File: src/rtl/core/tdu_pkg.sv
// Shared types and codes for the toric distance unit.
// No dependencies; every other file but the two channel interfaces refers to it by scoped names.

package tdu_pkg;

  // Configuration port geometry
  localparam int unsigned CFG_IDX_W  = 1;
  localparam int unsigned CFG_DATA_W = 2;

  // Register indexes on the configuration port
  typedef enum logic [CFG_IDX_W-1:0] {
    CFG_METRIC = 1'b0,
    CFG_WRAP   = 1'b1
  } cfg_idx_e;

  // Distance metric codes; the fourth code yields a zero distance
  typedef enum logic [CFG_DATA_W-1:0] {
    METRIC_EUCLID    = 2'd0,
    METRIC_MANHATTAN = 2'd1,
    METRIC_MAXIMUM   = 2'd2
  } metric_e;

  // Control that travels with each transaction down the pipeline
  typedef struct packed {
    logic    valid;
    metric_e metric;
  } ctl_t;

endpackage

File: src/rtl/core/tdu_pair_if.sv
// Input channel: one point pair per transaction, valid/ready handshake.
// Depends on nothing; width follows the coordinate width parameter.

interface tdu_pair_if #(
  parameter int unsigned COORD_BITS = 16
);
  logic                  valid;
  logic                  ready;
  logic [COORD_BITS-1:0] first_x;
  logic [COORD_BITS-1:0] first_y;
  logic [COORD_BITS-1:0] second_x;
  logic [COORD_BITS-1:0] second_y;

  modport source (output valid, output first_x, output first_y,
                  output second_x, output second_y, input ready);
  modport sink   (input valid, input first_x, input first_y,
                  input second_x, input second_y, output ready);
endinterface

File: src/rtl/core/tdu_dist_if.sv
// Output channel: one distance per transaction, valid/ready handshake.
// Depends on nothing; width is one bit above the coordinate width.

interface tdu_dist_if #(
  parameter int unsigned COORD_BITS = 16
);
  logic                valid;
  logic                ready;
  logic [COORD_BITS:0] distance;

  modport source (output valid, output distance, input ready);
  modport sink   (input valid, input distance, output ready);
endinterface

File: src/rtl/core/tdu_diff.sv
// First pipeline stage: absolute coordinate differences with optional torus wrap.
// Depends on tdu_pkg for the control struct.

module tdu_diff #(
  parameter int unsigned COORD_BITS = 16
) (
  input  logic                  clk_i,
  input  logic                  rst_ni,
  input  logic                  en_i,
  input  tdu_pkg::ctl_t         ctl_i,
  input  logic                  wrap_i,
  input  logic [COORD_BITS-1:0] first_x_i,
  input  logic [COORD_BITS-1:0] first_y_i,
  input  logic [COORD_BITS-1:0] second_x_i,
  input  logic [COORD_BITS-1:0] second_y_i,
  output tdu_pkg::ctl_t         ctl_o,
  output logic [COORD_BITS-1:0] dx_o,
  output logic [COORD_BITS-1:0] dy_o
);

  tdu_pkg::ctl_t         ctl_q;
  logic [COORD_BITS-1:0] dx_d, dx_q;
  logic [COORD_BITS-1:0] dy_d, dy_q;

  // |a - b|, then min(d, one - d) when wrapping; a tie keeps d
  function automatic logic [COORD_BITS-1:0] fold_diff(
    input logic [COORD_BITS-1:0] a,
    input logic [COORD_BITS-1:0] b,
    input logic                  wrap
  );
    logic [COORD_BITS-1:0] d;
    logic [COORD_BITS:0]   other;
    d     = (a > b) ? (a - b) : (b - a);
    other = {1'b1, {COORD_BITS{1'b0}}} - {1'b0, d};
    if (wrap && (other < {1'b0, d})) begin
      d = other[COORD_BITS-1:0];
    end
    return d;
  endfunction

  always_comb begin
    dx_d = fold_diff(first_x_i, second_x_i, wrap_i);
    dy_d = fold_diff(first_y_i, second_y_i, wrap_i);
  end

  // Control register
  always_ff @(posedge clk_i or negedge rst_ni) begin
    if (!rst_ni) begin
      ctl_q <= '0;
    end else if (en_i) begin
      ctl_q <= ctl_i;
    end
  end

  // Payload register
  always_ff @(posedge clk_i) begin
    if (en_i) begin
      dx_q <= dx_d;
      dy_q <= dy_d;
    end
  end

  assign ctl_o = ctl_q;
  assign dx_o  = dx_q;
  assign dy_o  = dy_q;

endmodule

File: src/rtl/core/tdu_square.sv
// Second and third pipeline stages: squares of the differences, then their sum.
// Also forms the Manhattan / maximum result. Depends on tdu_pkg.

module tdu_square #(
  parameter int unsigned COORD_BITS = 16
) (
  input  logic                    clk_i,
  input  logic                    rst_ni,
  input  logic                    en_i,
  input  tdu_pkg::ctl_t           ctl_i,
  input  logic [COORD_BITS-1:0]   dx_i,
  input  logic [COORD_BITS-1:0]   dy_i,
  output tdu_pkg::ctl_t           ctl_o,
  output logic [2*COORD_BITS:0]   sum_o,
  output logic [COORD_BITS:0]     alt_o
);

  tdu_pkg::ctl_t           prod_ctl_q, sum_ctl_q;
  logic [2*COORD_BITS-1:0] sq_x_d, sq_x_q;
  logic [2*COORD_BITS-1:0] sq_y_d, sq_y_q;
  logic [COORD_BITS:0]     alt_d, prod_alt_q, sum_alt_q;
  logic [2*COORD_BITS:0]   sum_d, sum_q;

  // Products and the non-Euclidean metrics
  always_comb begin
    sq_x_d = (2*COORD_BITS)'(dx_i) * (2*COORD_BITS)'(dx_i);
    sq_y_d = (2*COORD_BITS)'(dy_i) * (2*COORD_BITS)'(dy_i);
    case (ctl_i.metric)
      tdu_pkg::METRIC_MANHATTAN: alt_d = {1'b0, dx_i} + {1'b0, dy_i};
      tdu_pkg::METRIC_MAXIMUM:   alt_d = (dx_i > dy_i) ? {1'b0, dx_i} : {1'b0, dy_i};
      default:                   alt_d = '0;
    endcase
  end

  // Sum of squares, one bit wider
  assign sum_d = {1'b0, sq_x_q} + {1'b0, sq_y_q};

  always_ff @(posedge clk_i or negedge rst_ni) begin
    if (!rst_ni) begin
      prod_ctl_q <= '0;
      sum_ctl_q  <= '0;
    end else if (en_i) begin
      prod_ctl_q <= ctl_i;
      sum_ctl_q  <= prod_ctl_q;
    end
  end

  always_ff @(posedge clk_i) begin
    if (en_i) begin
      sq_x_q     <= sq_x_d;
      sq_y_q     <= sq_y_d;
      prod_alt_q <= alt_d;
      sum_q      <= sum_d;
      sum_alt_q  <= prod_alt_q;
    end
  end

  assign ctl_o = sum_ctl_q;
  assign sum_o = sum_q;
  assign alt_o = sum_alt_q;

endmodule

File: src/rtl/core/tdu_sqrt_stage.sv
// One stage of the pipelined integer square root: up to two root bits per stage,
// restoring digit-by-digit method. Depends on tdu_pkg for the control struct.

module tdu_sqrt_stage #(
  parameter int unsigned ROOT_W = 17,
  parameter int unsigned NSTEP  = 2
) (
  input  logic                  clk_i,
  input  logic                  rst_ni,
  input  logic                  en_i,
  input  tdu_pkg::ctl_t         ctl_i,
  input  logic [2*ROOT_W-1:0]   rad_i,
  input  logic [ROOT_W+1:0]     rem_i,
  input  logic [ROOT_W-1:0]     root_i,
  input  logic [ROOT_W-1:0]     alt_i,
  output tdu_pkg::ctl_t         ctl_o,
  output logic [2*ROOT_W-1:0]   rad_o,
  output logic [ROOT_W+1:0]     rem_o,
  output logic [ROOT_W-1:0]     root_o,
  output logic [ROOT_W-1:0]     alt_o
);

  localparam int unsigned RAD_W = 2 * ROOT_W;
  localparam int unsigned REM_W = ROOT_W + 2;

  tdu_pkg::ctl_t       ctl_q;
  logic [RAD_W-1:0]    rad_d, rad_q;
  logic [REM_W-1:0]    rem_d, rem_q;
  logic [ROOT_W-1:0]   root_d, root_q;
  logic [ROOT_W-1:0]   alt_q;

  // Bring down a bit pair, try subtracting 4*root + 1
  always_comb begin
    logic [REM_W+1:0] rem_ext;
    logic [REM_W+1:0] trial;
    rad_d   = rad_i;
    rem_d   = rem_i;
    root_d  = root_i;
    rem_ext = '0;
    trial   = '0;
    for (int s = 0; s < NSTEP; s++) begin
      rem_ext = {rem_d, rad_d[RAD_W-1 -: 2]};
      trial   = {2'b00, root_d, 2'b01};
      rad_d   = rad_d << 2;
      if (rem_ext >= trial) begin
        rem_ext = rem_ext - trial;
        root_d  = {root_d[ROOT_W-2:0], 1'b1};
      end else begin
        root_d  = {root_d[ROOT_W-2:0], 1'b0};
      end
      rem_d = rem_ext[REM_W-1:0];
    end
  end

  always_ff @(posedge clk_i or negedge rst_ni) begin
    if (!rst_ni) begin
      ctl_q <= '0;
    end else if (en_i) begin
      ctl_q <= ctl_i;
    end
  end

  always_ff @(posedge clk_i) begin
    if (en_i) begin
      rad_q  <= rad_d;
      rem_q  <= rem_d;
      root_q <= root_d;
      alt_q  <= alt_i;
    end
  end

  assign ctl_o  = ctl_q;
  assign rad_o  = rad_q;
  assign rem_o  = rem_q;
  assign root_o = root_q;
  assign alt_o  = alt_q;

endmodule

File: src/rtl/core/toric_distance_unit.sv
// Toric distance unit: takes one pair of points per transaction and returns their
// Euclidean (floored), Manhattan or maximum distance, optionally wrapped on the
// unit torus. It accepts a new pair every clock cycle while the output is not
// stalled; each result passes the difference, product and sum stages, then the
// square-root pipeline, which resolves up to two root bits per stage, and the
// output register. The whole pipeline advances whenever the output register is
// empty or being drained, so backpressure freezes it without losing or repeating
// a transaction.
// Configuration writes are meant for idle periods only.

module toric_distance_unit #(
  parameter int unsigned COORD_BITS = 16
) (
  input  logic                               clk_i,
  input  logic                               rst_ni,
  tdu_pair_if.sink                           pair_i,
  tdu_dist_if.source                         dist_o,
  input  logic                               cfg_we_i,
  input  logic [tdu_pkg::CFG_IDX_W-1:0]      cfg_idx_i,
  input  logic [tdu_pkg::CFG_DATA_W-1:0]     cfg_data_i
);

  localparam int unsigned ROOT_W = COORD_BITS + 1;
  localparam int unsigned RAD_W  = 2 * ROOT_W;
  localparam int unsigned REM_W  = ROOT_W + 2;
  localparam int unsigned NSQ    = (ROOT_W + 1) / 2;

  tdu_pkg::metric_e      metric_q;
  logic                  wrap_q;
  logic                  en;
  tdu_pkg::ctl_t         in_ctl;
  tdu_pkg::ctl_t         diff_ctl;
  logic [COORD_BITS-1:0] dx, dy;
  tdu_pkg::ctl_t         sum_ctl;
  logic [2*COORD_BITS:0] sum;
  logic [COORD_BITS:0]   alt;

  tdu_pkg::ctl_t         sq_ctl  [NSQ+1];
  logic [RAD_W-1:0]      sq_rad  [NSQ+1];
  logic [REM_W-1:0]      sq_rem  [NSQ+1];
  logic [ROOT_W-1:0]     sq_root [NSQ+1];
  logic [ROOT_W-1:0]     sq_alt  [NSQ+1];

  tdu_pkg::ctl_t         out_ctl_q;
  logic [COORD_BITS:0]   dist_d, dist_q;

  // Configuration registers
  always_ff @(posedge clk_i or negedge rst_ni) begin
    if (!rst_ni) begin
      metric_q <= tdu_pkg::METRIC_EUCLID;
      wrap_q   <= 1'b0;
    end else if (cfg_we_i) begin
      case (tdu_pkg::cfg_idx_e'(cfg_idx_i))
        tdu_pkg::CFG_METRIC: metric_q <= tdu_pkg::metric_e'(cfg_data_i);
        tdu_pkg::CFG_WRAP:   wrap_q   <= cfg_data_i[0];
        default: ;
      endcase
    end
  end

  // Global advance: output register empty or being taken
  assign en           = !out_ctl_q.valid || dist_o.ready;
  assign pair_i.ready = en;

  assign in_ctl.valid  = pair_i.valid;
  assign in_ctl.metric = metric_q;

  tdu_diff #(
    .COORD_BITS (COORD_BITS)
  ) u_diff (
    .clk_i      (clk_i),
    .rst_ni     (rst_ni),
    .en_i       (en),
    .ctl_i      (in_ctl),
    .wrap_i     (wrap_q),
    .first_x_i  (pair_i.first_x),
    .first_y_i  (pair_i.first_y),
    .second_x_i (pair_i.second_x),
    .second_y_i (pair_i.second_y),
    .ctl_o      (diff_ctl),
    .dx_o       (dx),
    .dy_o       (dy)
  );

  tdu_square #(
    .COORD_BITS (COORD_BITS)
  ) u_square (
    .clk_i  (clk_i),
    .rst_ni (rst_ni),
    .en_i   (en),
    .ctl_i  (diff_ctl),
    .dx_i   (dx),
    .dy_i   (dy),
    .ctl_o  (sum_ctl),
    .sum_o  (sum),
    .alt_o  (alt)
  );

  // Square-root pipeline entry
  assign sq_ctl[0]  = sum_ctl;
  assign sq_rad[0]  = {1'b0, sum};
  assign sq_rem[0]  = '0;
  assign sq_root[0] = '0;
  assign sq_alt[0]  = alt;

  for (genvar k = 0; k < NSQ; k++) begin : g_sqrt
    tdu_sqrt_stage #(
      .ROOT_W (ROOT_W),
      .NSTEP  (((ROOT_W - 2 * k) >= 2) ? 2 : 1)
    ) u_stage (
      .clk_i  (clk_i),
      .rst_ni (rst_ni),
      .en_i   (en),
      .ctl_i  (sq_ctl[k]),
      .rad_i  (sq_rad[k]),
      .rem_i  (sq_rem[k]),
      .root_i (sq_root[k]),
      .alt_i  (sq_alt[k]),
      .ctl_o  (sq_ctl[k+1]),
      .rad_o  (sq_rad[k+1]),
      .rem_o  (sq_rem[k+1]),
      .root_o (sq_root[k+1]),
      .alt_o  (sq_alt[k+1])
    );
  end

  // Metric select into the output register
  assign dist_d = (sq_ctl[NSQ].metric == tdu_pkg::METRIC_EUCLID) ? sq_root[NSQ]
                                                                 : sq_alt[NSQ];

  always_ff @(posedge clk_i or negedge rst_ni) begin
    if (!rst_ni) begin
      out_ctl_q <= '0;
    end else if (en) begin
      out_ctl_q <= sq_ctl[NSQ];
    end
  end

  always_ff @(posedge clk_i) begin
    if (en) begin
      dist_q <= dist_d;
    end
  end

  assign dist_o.valid    = out_ctl_q.valid;
  assign dist_o.distance = dist_q;

`ifndef ASSERT_OFF
  // Finished root leaves a remainder no larger than twice the root
  a_sqrt_rem_bound: assert property (@(posedge clk_i) disable iff (!rst_ni)
    sq_ctl[NSQ].valid |-> ({1'b0, sq_rem[NSQ]} <= {2'b00, sq_root[NSQ], 1'b0}))
    else $error("square root remainder out of range");

  // Maximum metric never reaches the top bit
  a_max_range: assert property (@(posedge clk_i) disable iff (!rst_ni)
    (out_ctl_q.valid && (out_ctl_q.metric == tdu_pkg::METRIC_MAXIMUM))
      |-> (dist_q[COORD_BITS] == 1'b0))
    else $error("maximum distance exceeds coordinate range");

  // Unused metric code returns zero
  a_unused_zero: assert property (@(posedge clk_i) disable iff (!rst_ni)
    (out_ctl_q.valid && (out_ctl_q.metric != tdu_pkg::METRIC_EUCLID)
      && (out_ctl_q.metric != tdu_pkg::METRIC_MANHATTAN)
      && (out_ctl_q.metric != tdu_pkg::METRIC_MAXIMUM))
      |-> (dist_q == '0))
    else $error("unused metric code gave a nonzero distance");
`endif

endmodule

File: src/flat_wrapper.sv
// flat-port wrapper written by rule: the top's interface ports become plain ports
module toric_distance_unit_flat 
#(
  parameter int unsigned COORD_BITS = 16
)
  (clk_i, rst_ni, cfg_we_i, cfg_idx_i, cfg_data_i, pair_i_valid, pair_i_first_x, pair_i_first_y, pair_i_second_x, pair_i_second_y, pair_i_ready, dist_o_valid, dist_o_distance, dist_o_ready);
  tdu_pair_if #(.COORD_BITS(COORD_BITS)) pair_i_i ();
  tdu_dist_if #(.COORD_BITS(COORD_BITS)) dist_o_i ();
  input  logic clk_i;
  input  logic rst_ni;
  input  logic cfg_we_i;
  input  logic [tdu_pkg::CFG_IDX_W-1:0] cfg_idx_i;
  input  logic [tdu_pkg::CFG_DATA_W-1:0] cfg_data_i;
  input wire logic [$bits(pair_i_i.valid)-1:0] pair_i_valid;
  input wire logic [$bits(pair_i_i.first_x)-1:0] pair_i_first_x;
  input wire logic [$bits(pair_i_i.first_y)-1:0] pair_i_first_y;
  input wire logic [$bits(pair_i_i.second_x)-1:0] pair_i_second_x;
  input wire logic [$bits(pair_i_i.second_y)-1:0] pair_i_second_y;
  output wire logic [$bits(pair_i_i.ready)-1:0] pair_i_ready;
  output wire logic [$bits(dist_o_i.valid)-1:0] dist_o_valid;
  output wire logic [$bits(dist_o_i.distance)-1:0] dist_o_distance;
  input wire logic [$bits(dist_o_i.ready)-1:0] dist_o_ready;
  assign pair_i_i.valid = pair_i_valid;
  assign pair_i_i.first_x = pair_i_first_x;
  assign pair_i_i.first_y = pair_i_first_y;
  assign pair_i_i.second_x = pair_i_second_x;
  assign pair_i_i.second_y = pair_i_second_y;
  assign pair_i_ready = pair_i_i.ready;
  assign dist_o_valid = dist_o_i.valid;
  assign dist_o_distance = dist_o_i.distance;
  assign dist_o_i.ready = dist_o_ready;
  toric_distance_unit #(.COORD_BITS(COORD_BITS)) u_core (.clk_i(clk_i), .rst_ni(rst_ni), .pair_i(pair_i_i), .dist_o(dist_o_i), .cfg_we_i(cfg_we_i), .cfg_idx_i(cfg_idx_i), .cfg_data_i(cfg_data_i));
endmodule
File: config.mk
export PLATFORM = sky130hd
export DESIGN_NAME = toric_distance_unit_flat
export DESIGN_NICKNAME = d
export VERILOG_FILES = /design/src/rtl/core/tdu_pkg.sv /design/src/rtl/core/tdu_pair_if.sv /design/src/rtl/core/tdu_dist_if.sv /design/src/rtl/core/tdu_diff.sv /design/src/rtl/core/tdu_square.sv /design/src/rtl/core/tdu_sqrt_stage.sv /design/src/rtl/core/toric_distance_unit.sv /design/src/flat_wrapper.sv
export SDC_FILE = /design/constraint.sdc
export NUM_CORES = 2
export LEC_CHECK = 0
export BUFFER_PORTS_ARGS = -buffer_cell sky130_fd_sc_hd__buf_4
export CAP_MARGIN = 20
export CORE_MARGIN = 2
export CORE_UTILIZATION = 55
export DETAILED_ROUTE_END_ITERATION = 12
export PLACE_DENSITY = 0.71
export SYNTH_ARGS = -nofsm -noshare
export SYNTH_HDL_FRONTEND = slang
export SYNTH_SLANG_ARGS = --single-unit
File: constraint.sdc
create_clock -name clk_i -period 34.7 [get_ports clk_i]
set_input_delay 6.94 -clock clk_i [delete_from_list [all_inputs] [get_ports clk_i]]
set_output_delay 6.94 -clock clk_i [all_outputs]
set_load 0.02 [all_outputs]
== After elaboration in Yosys (flattened, before gate mapping) ==
Cells that the tools add are included.

* Register bits: 742
* Bits of input ports: 72
* Word-level logic and storage cells: 167
* Output and inout bits: 19

* Mux-type cells: 40
* Equal/unequal tests: 2
* Multiply operators: 2
* $add $sub $neg: 24
* $lt $le $gt $ge: 22
* Reductions and logical operators: 7
* Bitwise logic cells: 1

{| class="wikitable"
|+ Operators with widths
! kind !! number
|-
| 2-to-1 mux 19 bit || 16
|-
| 2-to-1 mux 16 bit || 5
|-
| multiplier 16 x 16 -> 32 bit || 2
|-
| subtractor 16 bit || 4
|-
| > comparator 16 bit || 3
|-
| less-than comparator 17 x 16 -> 1 bit || 2
|-
| case mux 17 bit (2 select lines) || 1
|-
| subtractor 17 x 16 -> 17 bit, first input constant || 2
|-
| adder 32 x 32 -> 33 bit || 1
|-
| >= comparator 21 x 10 -> 1 bit || 1
|-
| >= comparator 21 x 11 -> 1 bit || 1
|-
| >= comparator 21 x 12 -> 1 bit || 1
|-
| >= comparator 21 x 13 -> 1 bit || 1
|-
| >= comparator 21 x 14 -> 1 bit || 1
|-
| >= comparator 21 x 15 -> 1 bit || 1
|-
| >= comparator 21 x 16 -> 1 bit || 1
|-
| >= comparator 21 x 17 -> 1 bit || 1
|-
| >= comparator 21 x 18 -> 1 bit || 1
|-
| >= comparator 21 x 3 -> 1 bit || 1
|-
| >= comparator 21 x 4 -> 1 bit || 1
|-
| >= comparator 21 x 5 -> 1 bit || 1
|-
| >= comparator 21 x 6 -> 1 bit || 1
|-
| >= comparator 21 x 7 -> 1 bit || 1
|-
| >= comparator 21 x 8 -> 1 bit || 1
|-
| 29 further kinds || 47
|}

== Longest topological paths before layout ==
* Depth in word-level cells: 6
* Depth in mapped cells: 28
* Gate-level depth less buffers: 27

== Cells and area by module ==
From an unflattened synthesis, not the netlist that was laid out.

* Cell total of the unflattened synthesis: 6657
* Area, all modules: 73365.4 um2

{| class="wikitable"
|+ By module, submodules not included
! module !! seq. area each (um2) !! instances !! cells each !! area each (um2)
|-
| tdu_sqrt_stage at u_core.g_sqrt[0].u_stage ... || 2567.5 || 8 || 434 || 5207.5
|-
| tdu_square || 4023.9 || 1 || 2177 || 21171.6
|-
| tdu_diff || 1036.0 || 1 || 692 || 5601.6
|-
| tdu_sqrt_stage at u_core.g_sqrt[8].u_stage || 2627.5 || 1 || 268 || 4001.3
|-
| toric_distance_unit || 610.6 || 1 || 48 || 930.9
|}

== Worst setup path after synthesis ==
OpenSTA, ideal clock, no wires.

* Path kind: input to output
* From: input dist_o_ready
* To: output pair_i_ready
* Cell stages on the path: 2
* Path buffers: 1
* Data required time: 27.760 ns
* Slack: 1.862 ns
* Arrival time: 25.898 ns
* Cell sequence: nand2b_1 clkbuf_1

* Cells in the longest elaborated chain, start to end: 1

{| class="wikitable"
|+ RTL lines
! what !! RTL line !! RTL
|-
| start, declared || flat_wrapper.sv:22 || <nowiki>input wire logic [$bits(dist_o_i.ready)-1:0] dist_o_ready;</nowiki>
|-
| logical OR 1 bit || toric_distance_unit.sv:62 || <nowiki>assign en = !out_ctl_q.valid || dist_o.ready;</nowiki>
|-
| end, declared || flat_wrapper.sv:19 || <nowiki>output wire logic [$bits(pair_i_i.ready)-1:0] pair_i_ready;</nowiki>
|}

Every way passes these cells.

== Worst setup path after layout ==
Ends and elaborated chain as after synthesis.

==> reports/metrics.cfg <==
[detailed_routing]
wl_mm=114
vias=36200
ant_nets=0
remaining_drc_errors=0
avgRoutedWirePerCell_um=17.6
drtIter0Drc=2465
drt_pre_antenna_iters=5
routed_via_density=5.60

[clocking]
cts_buffer_depth=3
htree_levels=3
cts_setup_buffers=0
postCtsResizedCells=0
clock_latency_ps=660
clock-root-buffer=clkbuf_16
hold_buffers=0
clk_pin_slew_ps=60
cts_tree=yes
cts.sinks=726
cts_buffers=77

[floorplan]
die_area_um2=101000
rows=115
core_um2=98100
ios=91
die_w_um=318
fp.dieH_um=318
initial_utilization=0.554

[synth]
async_reset_ff_frac=0.0551
yosysSeqAreaShare=0.397
ys_ff_latch=726
syn_inst=5035
synth_top_cell_by_area=edfxtp_1
synth.area.top_cells=edfxtp_1 (38%), fa_1 (12%), ha_1 (12%)
ys_types=108
syn_area_per_cell_um2=10.8
synth_fp_nets=5953
synthFlopType=edfxtp_1
netlist.area_leader.share=0.379
synth_edf_count=686
netlist_area_um2=54400
yosys_warnings=0

[timing]
period_needed_ps=15070
relSlewSlack=0.296
setup_tns_ps=0
finalCritPeriodShare=0.434
tightest_slew_ps=1060
finalSetupViolations=0
finalHoldViolCount=0
final.setup_skew_ps=61.0
rsz0062_at_grt=no
fmax_ghz=0.0664
slew_viol_final=0

[setup_path]
required_ps=27760
crit_arrival_ps=8130
critPathMaxFanout=71
critPathKind=input pin to output port
endpoint_kind=output port
start_kind=input pin

[final_layout]
layout.nets=6047
most-common-layout-cells=inv_1 (786), edfxtp_1 (686), ha_1 (513)
antennaDiodeCount=0
drive_gt1_frac=0.0806
n_fill_cell=7964
mostFrequentLayoutCell=inv_1
multi_input_area_um2=29300
area_growth_pct=8.57
regArea_um2=21600

[grt]
grt_max_degree=89
grt_usage=0.228
grt_first_pass_wirelength_mm=188
grt_pass1_vias=36500
antenna_found_initial=2
grt_overflow=0

[placement]
port_buffers=90
dp_hpwl_mm=86.9
place_congestion=0.909

[outcome]
outcome=finished clean

[flow_run]
maxCapViolations=0

[worst_hold_path]
worstHoldPathType=flop to flop

## kinds of logic after synthesis
| group | after synthesis | share of synthesized area |
|---|---|---|
| compound gates | 853 | 0.102 |
| xor+xnor | 343 | 0.0555 |
| fa+ha+maj | 846 | 0.241 |
| buf+inv | 904 | 0.0639 |
| flops | 726 | 0.397 |
| mux | 155 | 0.0307 |
| simple gates | 1208 | 0.110 |
## registers in the layout, summed over array words and instances (netlist names)
| name | flops |
|---|---|
| u_core.u_square.alt_o | 17 |
| u_core.u_diff.dx_o | 16 |
| u_core.u_square.prod_alt_q | 17 |
| u_core.dist_o.valid | 1 |
| u_core.u_square.sum_o | 33 |
| u_core.g_sqrt.u_stage.ctl_o | 27 |
| u_core.metric_q | 2 |
| u_core.u_diff.dy_o | 16 |
| u_core.g_sqrt.u_stage.alt_o | 153 |
| u_core.g_sqrt.u_stage.rem_o | 138 |
| u_core.u_diff.ctl_o | 3 |
| u_core.u_square.prod_ctl_q | 3 |
| u_core.u_square.ctl_o | 3 |
| u_core.u_square.sq_x_q | 31 |
| u_core.wrap_q | 1 |
| u_core.u_square.sq_y_q | 31 |
| u_core.dist_o.distance | 17 |
| u_core.g_sqrt.u_stage.root_o | 89 |
| u_core.g_sqrt.u_stage.rad_o | 128 |
## layer usage
layer	routed length [um]	vias up	GRT usage
li1	-	17500	-
met1	48500	17700	0.299
met2	57000	835	0.400
met3	5380	193	0.0256
met4	3050	2	0.0694
met5	15	-	0
## synthesized netlist by cell type, types with 9 or more instances
cell type and n:
o211ai_1 23, a31o_2 15, or3_1 26, nand2_1 354
o21a_1 52, nor3_1 80, nor3b_1 13, nor2b_1 48
nor2_1 287, a21o_1 90, a211oi_1 24, o31ai_1 18
ha_1 513, and3_1 22, fa_1 333, o21ai_1 9
clkbuf_1 73, buf_2 20, or2_2 27, a21boi_0 10
a31oi_1 25, xnor2_1 232, dfrtp_1 40, nand4_1 36
nand3_1 83, o21ai_0 179, nor4_1 26, mux2i_1 62
nand2b_1 48, and2_1 82, a21oi_1 241, edfxtp_1 686
nand3b_1 21, xor2_1 110, o21bai_1 35, inv_1 786
or4_1 12, mux2_2 90, o22ai_1 18
## final timing paths
check	depth (start not counted)	endpoint	slack, ps	startpoint
worst max-delay path	3	pair_i_ready	19630	dist_o_ready
worst min-delay path	0	u_core.g_sqrt[0].u_stage.rad_o[21]	410	u_core.u_square.sum_o[17]
worst max register to register	24	u_core.u_square.sq_y_q[28]	26420	u_core.u_diff.dy_o[3]
worst min register to register	0	u_core.g_sqrt[0].u_stage.rad_o[21]	410	u_core.u_square.sum_o[17]
max in group asynchronous	1	u_core.g_sqrt[0].u_stage.ctl_o[0]	28110	rst_ni
min in group asynchronous	1	u_core.dist_o.valid	6250	rst_ni
## layout make-up
type                            instances  share of cell area
Tap cell                             1287              0.0273
Multi-Input combinational cell       3405               0.496
Inverter                              796              0.0507
Clock inverter                         47             0.00952
Timing Repair Buffer                  123              0.0160
Sequential cell                       726               0.366
Clock buffer                           89              0.0343
## stage by stage
| step | utilization | hold WS [ps] | setup slack (ps) | instances | area [um2] |
|---|---|---|---|---|---|
| floorplan | - | 400 | 1860 | 5035 | 54400 |
| global placement | 0.575 | 400 | 19610 | 6336 | 56400 |
| detailed placement | 0.575 | 405 | 19610 | 6336 | 56400 |
| CTS | 0.601 | 406 | 19600 | 6472 | 59000 |
| global route | 0.601 | 409 | 19550 | 6473 | 59000 |
| finish | 0.601 | 406 | 19630 | 6473 | 59000 |
## critical path, stage by stage
cell and delay (ps):
buf_4 80, nand2b_4 750, buf_4 290
Power is not shown: default switching activity piles up to over one toggle a cycle in this logic, so the estimate is an artifact.
